--- config.mk ---
export PLATFORM = sky130hd
export DESIGN_NAME = lfu_aging_block_cache_tags_core
export DESIGN_NICKNAME = d
export VERILOG_FILES = /design/src/lfuat_pkg.sv /design/src/lfu_aging_block_cache_tags_core.sv /design/src/lfuat_ram.sv /design/src/lfuat_scan_unit.sv
export SDC_FILE = /design/constraint.sdc
export NUM_CORES = 1
export LEC_CHECK = 0
export BUFFER_PORTS_ARGS = -buffer_cell sky130_fd_sc_hd__buf_4
export CORE_MARGIN = 2
export CORE_UTILIZATION = 60
export DETAILED_ROUTE_END_ITERATION = 16
export PLACE_DENSITY_LB_ADDON = 0.08
export SLEW_MARGIN = 20
export SYNTH_ARGS = -nofsm -noshare
export SYNTH_HDL_FRONTEND = slang
export SYNTH_SLANG_ARGS = --single-unit
export TNS_END_PERCENT = 100
--- constraint.sdc ---
create_clock -name clk -period 7.1 [get_ports clk]
set_input_delay 1.065 -clock clk [delete_from_list [all_inputs] [get_ports clk]]
set_output_delay 1.065 -clock clk [all_outputs]
set_load 0.01 [all_outputs]
--- src/lfuat_pkg.sv ---
// ----------------------------------------------------------------------------
// lfuat_pkg
// Shared types and constants for the LFU block-cache tag store with aging.
// ----------------------------------------------------------------------------
package lfuat_pkg;

  localparam int TAG_W       = 32;
  localparam int CNT_W       = 8;
  localparam int SLOT_W      = 6;
  localparam int OUT_TDATA_W = 8;
  localparam int ENTRIES_DEF = 8;

  localparam logic [TAG_W-1:0] TAG_INVALID = '1;
  localparam logic [CNT_W-1:0] COUNT_CAP   = 8'd254;
  localparam logic [CNT_W-1:0] COUNT_MAX   = 8'd255;
  localparam logic [CNT_W-1:0] COUNT_ONE   = 8'd1;

  localparam logic OP_LOOKUP = 1'b0;
  localparam logic OP_FLUSH  = 1'b1;

  typedef struct packed {
    logic              found;
    logic [SLOT_W-1:0] hit_idx;
    logic [CNT_W-1:0]  hit_cnt;
    logic [CNT_W-1:0]  least;
    logic [SLOT_W-1:0] victim;
  } scan_res_t;

endpackage

--- src/lfu_aging_block_cache_tags_core.sv ---
// ----------------------------------------------------------------------------
// lfu_aging_block_cache_tags_core
// Fully associative block tag store with LFU replacement and count aging.
//
//   channel  dir  payload                               completes on
//   s_*      in   tuser[0]=opcode, tdata[31:0]=block    s_tvalid & s_tready
//   m_*      out  tdata[5:0]=slot, tuser[0]=hit         m_tvalid & m_tready
//   cfg_*    in   cfg_data[0]=cache_enable              cfg_valid & cfg_ready
//
// Flush returns no result; a disabled lookup goes straight to emit. A hit
// runs scan, decide, emit; a miss adds fill, with an aging pass first if the
// minimum is nonzero. Scan and aging read one entry per cycle through the
// single read port of the tag and count memories. Reset invalidates all tags and counts.
// A waiting result holds in the output register; a new item is taken meanwhile.
// ----------------------------------------------------------------------------
module lfu_aging_block_cache_tags_core import lfuat_pkg::*; #(
  parameter int ENTRIES = ENTRIES_DEF
) (
  input  logic                   clk,
  input  logic                   rst,
  input  logic                   s_tvalid,
  output logic                   s_tready,
  input  logic [TAG_W-1:0]       s_tdata,   // block_number[31:0]
  input  logic [0:0]             s_tuser,   // opcode[0]
  output logic                   m_tvalid,
  input  logic                   m_tready,
  output logic [OUT_TDATA_W-1:0] m_tdata,   // slot[5:0], zero [7:6]
  output logic [0:0]             m_tuser,   // hit[0]
  input  logic                   cfg_valid,
  output logic                   cfg_ready,
  input  logic [0:0]             cfg_data   // cache_enable[0]
);

  localparam int IDX_W = $clog2(ENTRIES);
  localparam logic [IDX_W-1:0] LAST  = IDX_W'(ENTRIES - 1);
  localparam logic [IDX_W:0]   DEPTH = (IDX_W + 1)'(ENTRIES);

  localparam logic [2:0] S_IDLE   = 3'd0;
  localparam logic [2:0] S_SCAN   = 3'd1;
  localparam logic [2:0] S_DECIDE = 3'd2;
  localparam logic [2:0] S_AGE    = 3'd3;
  localparam logic [2:0] S_FILL   = 3'd4;
  localparam logic [2:0] S_EMIT   = 3'd5;

  logic [2:0]         state;
  logic [2:0]         state_next;
  logic               en;
  logic [TAG_W-1:0]   blk;
  logic [IDX_W:0]     ctr;
  logic               rd_vld;
  logic [IDX_W-1:0]   rd_idx;
  logic [ENTRIES-1:0] tag_vld;
  logic [ENTRIES-1:0] cnt_vld;
  logic [SLOT_W-1:0]  res_slot;
  logic               res_hit;
  logic               out_valid;
  logic [SLOT_W-1:0]  out_slot;
  logic               out_hit;

  logic               accept;
  logic               issue;
  logic               last_rd;
  logic               unit_start;
  logic [TAG_W-1:0]   tag_q;
  logic [CNT_W-1:0]   cnt_q;
  logic [TAG_W-1:0]   tag_cur;
  logic [CNT_W-1:0]   cnt_cur;
  scan_res_t          res;
  logic [CNT_W-1:0]   aged;
  logic [CNT_W-1:0]   bumped;
  logic               tag_we;
  logic               cnt_we;
  logic [IDX_W-1:0]   cnt_waddr;
  logic [CNT_W-1:0]   cnt_wdata;
  logic [IDX_W-1:0]   hit_i;
  logic [IDX_W-1:0]   victim_i;
  logic               emit_go;

  assign s_tready  = (state == S_IDLE);
  assign cfg_ready = 1'b1;
  assign accept    = s_tvalid && s_tready;
  assign issue     = ((state == S_SCAN) || (state == S_AGE)) && (ctr < DEPTH);
  assign last_rd   = rd_vld && (rd_idx == LAST);
  assign unit_start = accept && (s_tuser[0] == OP_LOOKUP) && en;
  assign hit_i     = res.hit_idx[IDX_W-1:0];
  assign victim_i  = res.victim[IDX_W-1:0];
  assign emit_go   = (state == S_EMIT) && (!out_valid || m_tready);

  assign tag_cur = tag_vld[rd_idx] ? tag_q : TAG_INVALID;
  assign cnt_cur = cnt_vld[rd_idx] ? cnt_q : '0;

  assign m_tvalid = out_valid;
  assign m_tdata  = OUT_TDATA_W'(out_slot);
  assign m_tuser  = out_hit;

  lfuat_ram #(.WIDTH(TAG_W), .DEPTH(ENTRIES)) u_tag_ram (
    .clk   (clk),
    .we    (tag_we),
    .waddr (victim_i),
    .wdata (blk),
    .re    (issue),
    .raddr (ctr[IDX_W-1:0]),
    .rdata (tag_q)
  );

  lfuat_ram #(.WIDTH(CNT_W), .DEPTH(ENTRIES)) u_cnt_ram (
    .clk   (clk),
    .we    (cnt_we),
    .waddr (cnt_waddr),
    .wdata (cnt_wdata),
    .re    (issue),
    .raddr (ctr[IDX_W-1:0]),
    .rdata (cnt_q)
  );

  lfuat_scan_unit u_scan (
    .clk    (clk),
    .rst    (rst),
    .start  (unit_start),
    .step   (rd_vld && (state == S_SCAN)),
    .idx    (SLOT_W'(rd_idx)),
    .tag    (tag_cur),
    .cnt    (cnt_cur),
    .blk    (blk),
    .res    (res),
    .aged   (aged),
    .bumped (bumped)
  );

  always_comb begin
    tag_we    = (state == S_FILL);
    cnt_we    = 1'b0;
    cnt_waddr = victim_i;
    cnt_wdata = COUNT_ONE;
    case (state)
      S_DECIDE: begin
        cnt_we    = res.found;
        cnt_waddr = hit_i;
        cnt_wdata = bumped;
      end
      S_AGE: begin
        cnt_we    = rd_vld;
        cnt_waddr = rd_idx;
        cnt_wdata = aged;
      end
      S_FILL: begin
        cnt_we = 1'b1;
      end
      default: begin
        cnt_we = 1'b0;
      end
    endcase
  end

  always_comb begin
    state_next = state;
    case (state)
      S_IDLE: begin
        if (accept && (s_tuser[0] == OP_LOOKUP)) begin
          state_next = en ? S_SCAN : S_EMIT;
        end
      end
      S_SCAN: begin
        if (last_rd) begin
          state_next = S_DECIDE;
        end
      end
      S_DECIDE: begin
        if (res.found) begin
          state_next = S_EMIT;
        end else if (res.least != '0) begin
          state_next = S_AGE;
        end else begin
          state_next = S_FILL;
        end
      end
      S_AGE: begin
        if (last_rd) begin
          state_next = S_FILL;
        end
      end
      S_FILL: begin
        state_next = S_EMIT;
      end
      S_EMIT: begin
        if (emit_go) begin
          state_next = S_IDLE;
        end
      end
      default: begin
        state_next = S_IDLE;
      end
    endcase
  end

  always_ff @(posedge clk) begin
    if (rst) begin
      state     <= S_IDLE;
      en        <= 1'b1;
      tag_vld   <= '0;
      cnt_vld   <= '0;
      rd_vld    <= 1'b0;
      ctr       <= '0;
      out_valid <= 1'b0;
    end else begin
      state  <= state_next;
      rd_vld <= issue;
      if (cfg_valid && cfg_ready) begin
        en <= cfg_data[0];
      end
      if (issue) begin
        ctr <= ctr + 1'b1;
      end else if (state_next == S_AGE || state_next == S_SCAN) begin
        ctr <= '0;
      end
      if (accept && (s_tuser[0] == OP_FLUSH)) begin
        tag_vld <= '0;
        cnt_vld <= '0;
      end else begin
        if (accept && !en) begin
          tag_vld[LAST] <= 1'b0;
        end
        if (tag_we) begin
          tag_vld[victim_i] <= 1'b1;
        end
        if (cnt_we) begin
          cnt_vld[cnt_waddr] <= 1'b1;
        end
      end
      if (emit_go) begin
        out_valid <= 1'b1;
      end else if (m_tready) begin
        out_valid <= 1'b0;
      end
    end
  end

  always_ff @(posedge clk) begin
    rd_idx <= ctr[IDX_W-1:0];
    if (accept) begin
      blk      <= s_tdata;
      res_slot <= SLOT_W'(LAST);
      res_hit  <= 1'b0;
    end
    if (state == S_DECIDE && res.found) begin
      res_slot <= res.hit_idx;
      res_hit  <= 1'b1;
    end
    if (state == S_FILL) begin
      res_slot <= res.victim;
      res_hit  <= 1'b0;
    end
    if (emit_go) begin
      out_slot <= res_slot;
      out_hit  <= res_hit;
    end
  end

  a_age_nonzero: assert property (@(posedge clk) disable iff (rst)
    (state == S_AGE) |-> (res.least != '0))
    else $error("aging pass with zero minimum");

  a_slot_range: assert property (@(posedge clk) disable iff (rst)
    m_tvalid |-> (m_tdata < OUT_TDATA_W'(ENTRIES)))
    else $error("result slot out of range");

  a_flush_clears: assert property (@(posedge clk) disable iff (rst)
    (accept && (s_tuser[0] == OP_FLUSH)) |=> ((tag_vld == '0) && (cnt_vld == '0)))
    else $error("flush left valid entries");

  a_count_cap: assert property (@(posedge clk) disable iff (rst)
    cnt_we |-> (cnt_wdata <= COUNT_CAP))
    else $error("use count above cap");

  a_hit_no_tag_write: assert property (@(posedge clk) disable iff (rst)
    (state == S_DECIDE && res.found) |=> (state == S_EMIT && !tag_we))
    else $error("hit path wrote a tag");

endmodule

--- src/lfuat_ram.sv ---
// ----------------------------------------------------------------------------
// lfuat_ram
// Generic simple dual-port RAM: one write port, one read port, registered read.
// ----------------------------------------------------------------------------
module lfuat_ram #(
  parameter int WIDTH = 8,
  parameter int DEPTH = 8
) (
  input  logic                     clk,
  input  logic                     we,
  input  logic [$clog2(DEPTH)-1:0] waddr,
  input  logic [WIDTH-1:0]         wdata,
  input  logic                     re,
  input  logic [$clog2(DEPTH)-1:0] raddr,
  output logic [WIDTH-1:0]         rdata
);

  logic [WIDTH-1:0] mem [DEPTH];

  always_ff @(posedge clk) begin
    if (we) begin
      mem[waddr] <= wdata;
    end
    if (re) begin
      rdata <= mem[raddr];
    end
  end

endmodule

--- src/lfuat_scan_unit.sv ---
// ----------------------------------------------------------------------------
// lfuat_scan_unit
// Shared compare and count unit: tag match, running minimum, aging subtract
// and saturating increment.
// ----------------------------------------------------------------------------
module lfuat_scan_unit import lfuat_pkg::*; (
  input  logic              clk,
  input  logic              rst,
  input  logic              start,
  input  logic              step,
  input  logic [SLOT_W-1:0] idx,
  input  logic [TAG_W-1:0]  tag,
  input  logic [CNT_W-1:0]  cnt,
  input  logic [TAG_W-1:0]  blk,
  output scan_res_t         res,
  output logic [CNT_W-1:0]  aged,
  output logic [CNT_W-1:0]  bumped
);

  logic match;
  logic less;

  assign match  = (tag == blk);
  assign less   = (cnt < res.least);
  assign aged   = (cnt >= res.least) ? cnt - res.least : '0;
  assign bumped = (res.hit_cnt >= COUNT_CAP) ? COUNT_CAP : res.hit_cnt + COUNT_ONE;

  always_ff @(posedge clk) begin
    if (rst) begin
      res.found <= 1'b0;
    end else if (start) begin
      res.found <= 1'b0;
    end else if (step && match) begin
      res.found <= 1'b1;
    end
    if (start) begin
      res.least  <= COUNT_MAX;
      res.victim <= '0;
    end else if (step) begin
      if (!res.found && match) begin
        res.hit_idx <= idx;
        res.hit_cnt <= cnt;
      end
      if (less) begin
        res.least  <= cnt;
        res.victim <= idx;
      end
    end
  end

endmodule
==> reports/metrics.cfg <==
[synth]
yosysSeqAreaShare_pct = 73.1
synth.distinct_cells = 50
ys_seq_elements = 452
async_reset_ff_share_pct = 0
synth.avg_cell_area_sq_um = 17.8
synthCells = 1008
yosysTopAreaCell = edfxtp_1
synth_top_area_share_pct = 68.4
synthTopCellsByArea = edfxtp_1 (68%), mux4_2 (11%), dfxtp_1 (4.7%)
syn_area_sq_um = 18000
synth_edf_count = 410
synth_ff_type = edfxtp_1
yosysWarningCount = 0

[grt]
grt_pass1_vias = 9396
track_usage_pct = 24.3
grt_overflow = 0
grt.busiest_layer = met2
antenna_found_initial = 0
grt_pass1_wl_microns = 55800
met2_usage_pct = 39.3
use_met1_pct = 34.3
grt_max_degree = 66
globalRouteMet3Util_pct = 3.74

[cts]
cts_buffers = 44
clockRootBuffer = clkbuf_16
cts_tree = yes
cts_setup_buffers = 0
cts_hold_buf = 0
numClockSinks = 452
clk_latency_ns = 0.55
htree_levels = 2
clk_pin_slew_ns = 0.06
cts_resized = 0
clock_path_buffers = 3

[sta]
fin_crit_ns = 4.57
timing.fmax_mhz = 219
worstMarginPinSlew_ns = 1.17
hold_ws_ns = 0.430
final.setup.tns_ns = 0
slew_viol_final = 0
max-slew-margin-rel_pct = 21.6
rsz0062_at_grt = no
hold_viol_final = 0
setup-violations-final = 0
fin_crit_sh_pct = 64.4
fin_worst_skew_ns = 0.0171

[floorplanning]
die_w_microns = 177
initial_core_util_pct = 60.9
design.die.area_sq_um = 31400
die_y_microns = 177
core-area_sq_um = 29600
rows = 63
io_pins = 51

[worst_setup_path]
worstSetupPathType = reg2reg
cp.arrival_ns = 4.75
required_ns = 7.28
rrSetupSlack_ns = 2.53
r2r_start = rd_idx[0]
max_stage_delay_ns = 0.62
cp_max_fo = 8
critPathSlowestCell = mux2i_1
cp.depth = 12
crit_path_end = u_cnt_ram.mem[0][6]
crit_path_start_kind = flip-flop
worst_setup_path_end_kind = flip-flop
reg2reg_to = u_cnt_ram.mem[0][6]
rr_worst_depth = 12
crit_buf_inv = 2
critPathLaunch = rd_idx[0]
crit_family = compound AO/OA/AOI/OAI gates
path_cells = mux4_2 -> mux2i_1 -> nor2b_1 -> inv_1 -> ha_1 -> inv_1 -> fa_1 -> a21o_1 -> a21oi_1 -> o211ai_1 -> o211ai_1 -> o21ai_0

[placed_design]
place.gp.congestion = 0.876
port_buffers = 44
hpwl_microns = 21000

[cells_and_area]
diodes = 0
final_core_util_pct = 68.4
drive_above_1_share_pct = 23.9
area_delta_synth_final_pct = 12.3
nFillCells = 1953
nets = 1130

[route]
drc = 0
drt-wirelength-per-cell_microns = 24.6
vias_per_cell = 6.18
detail-route-antenna-nets = 0
first_pass_iters = 5
wirelength_microns = 36800
vias = 9261
dr.first_iter.drc_count = 847

[power]
p_leak_nw = 6.54
fin_total_pwr_mw = 5.48
vdd_ir_drop_max_v = 0.000219
power_per_cell_area_nw_per_um2 = 271

[hold_path]
min_path_cells = 0
hold_path_class = reg2reg

[flow_run]
drv_cap = 0

[status]
status = completed

-- worst min path at each step --
| stage | startpoint | to |
|---|---|---|
| 2_1_floorplan | ctr[2] | rd_idx[2] |
| 3_3_place_gp | res_slot[2] | out_slot[2] |
| 3_5_place_dp | res_slot[1] | out_slot[1] |
| 4_1_cts | res_hit | m_tuser |
| 5_1_grt | res_hit | m_tuser |
| 6_report | res_hit | m_tuser |
-- report_power, final --
group	internal (mW)	total [mW]	switching, mW
Sequential	2.96	3.04	0.0753
Clock	1.26	2.20	0.939
Combinational	0.122	0.247	0.125
-- cells by family after synthesis --
logic type	Yosys count	share of synthesized area, %
AND/OR/NAND/NOR	190	5.10
XOR/XNOR	18	0.876
adder cells (fa/ha/maj)	13	0.946
flip-flops	452	73.1
AO/OA/AOI/OAI	113	4.02
buffers and inverters	76	1.79
other	2	0.0417
multiplexers	144	14.1
-- cells in the final DEF, fill, tap and decap left out, types with 3 or more instances in the layout --
| cell | synthesis | layout |
|---|---|---|
| or2_2 | 5 | 5 |
| mux2i_1 | 20 | 19 |
| a21o_1 | 3 | 3 |
| o21a_1 | 21 | 21 |
| clkbuf_1 | 23 | 15 |
| mux4_2 | 84 | 84 |
| nor3_1 | 14 | 12 |
| nor2_4 | 0 | 6 |
| nor2_1 | 56 | 46 |
| nor4_1 | 11 | 10 |
| clkinv_1 | 0 | 9 |
| clkbuf_16 | 0 | 46 |
| o22ai_1 | 8 | 8 |
| ha_1 | 12 | 12 |
| a21oi_1 | 18 | 17 |
| o31ai_1 | 3 | 3 |
| nor2_2 | 0 | 4 |
| nand2b_1 | 9 | 9 |
| clkinv_2 | 0 | 4 |
| xnor2_1 | 7 | 7 |
| xor2_1 | 11 | 11 |
| nand2_1 | 43 | 43 |
| conb_1 | 2 | 6 |
| edfxtp_1 | 410 | 410 |
| and2_1 | 4 | 4 |
| o22a_1 | 3 | 3 |
| or3_1 | 5 | 5 |
| inv_1 | 34 | 32 |
| nand4_1 | 11 | 11 |
| a31oi_1 | 4 | 4 |
| nor2b_1 | 11 | 11 |
| o21ai_0 | 34 | 34 |
| o211ai_1 | 5 | 5 |
| nand3b_1 | 4 | 4 |
| dfxtp_1 | 42 | 39 |
| nand3_1 | 13 | 13 |
| buf_4 | 9 | 62 |
| mux2_2 | 40 | 40 |
-- cells in the mapped netlist, types with 12 or more instances --
master,n
o21a_1,21
edfxtp_1,410
inv_1,34
clkbuf_1,23
nor2_1,56
nand3_1,13
ha_1,12
mux4_2,84
nor3_1,14
o21ai_0,34
a21oi_1,18
mux2i_1,20
mux2_2,40
nand2_1,43
dfxtp_1,42
-- cell type report --
class,instances,area [sq um],area share (%)
Clock buffer,61,1210,5.97
Timing Repair Buffer,62,465,2.30
Tap cell,390,488,2.41
Sequential cell,452,13200,65.1
Clock inverter,16,130,0.644
Inverter,34,128,0.631
Multi-Input combinational cell,484,4630,22.9
-- flip-flops by register name, summed over array words and instances (netlist names) --
name / flops
u_tag_ram.mem: 256
u_cnt_ram.mem: 64
blk: 32
u_tag_ram.rdata: 32
u_scan.res: 23
cnt_vld: 8
tag_vld: 8
u_cnt_ram.rdata: 8
ctr: 4
out_slot: 3
rd_idx: 3
res_slot: 3
state: 3
en: 1
m_tuser: 1
m_tvalid: 1
rd_vld: 1
res_hit: 1
-- metrics by stage --
step | setup slack, ns | instance area [sq um] | instances
global placement | 2.63 | 18900 | 1422
global route | 2.16 | 20200 | 1499
floorplan | 3.37 | 18000 | 1012
finish | 2.53 | 20200 | 1499
detailed placement | 2.52 | 18900 | 1422
CTS | 2.51 | 20200 | 1499
-- routing by layer --
metal  vias up  wire length (microns)
met5         -                      0
met4         0                   1030
met3        59                   2110
met2       313                  18200
met1      4779                  15500
li1       4110                      -
Note: power is estimated with default switching activity, not from simulation.
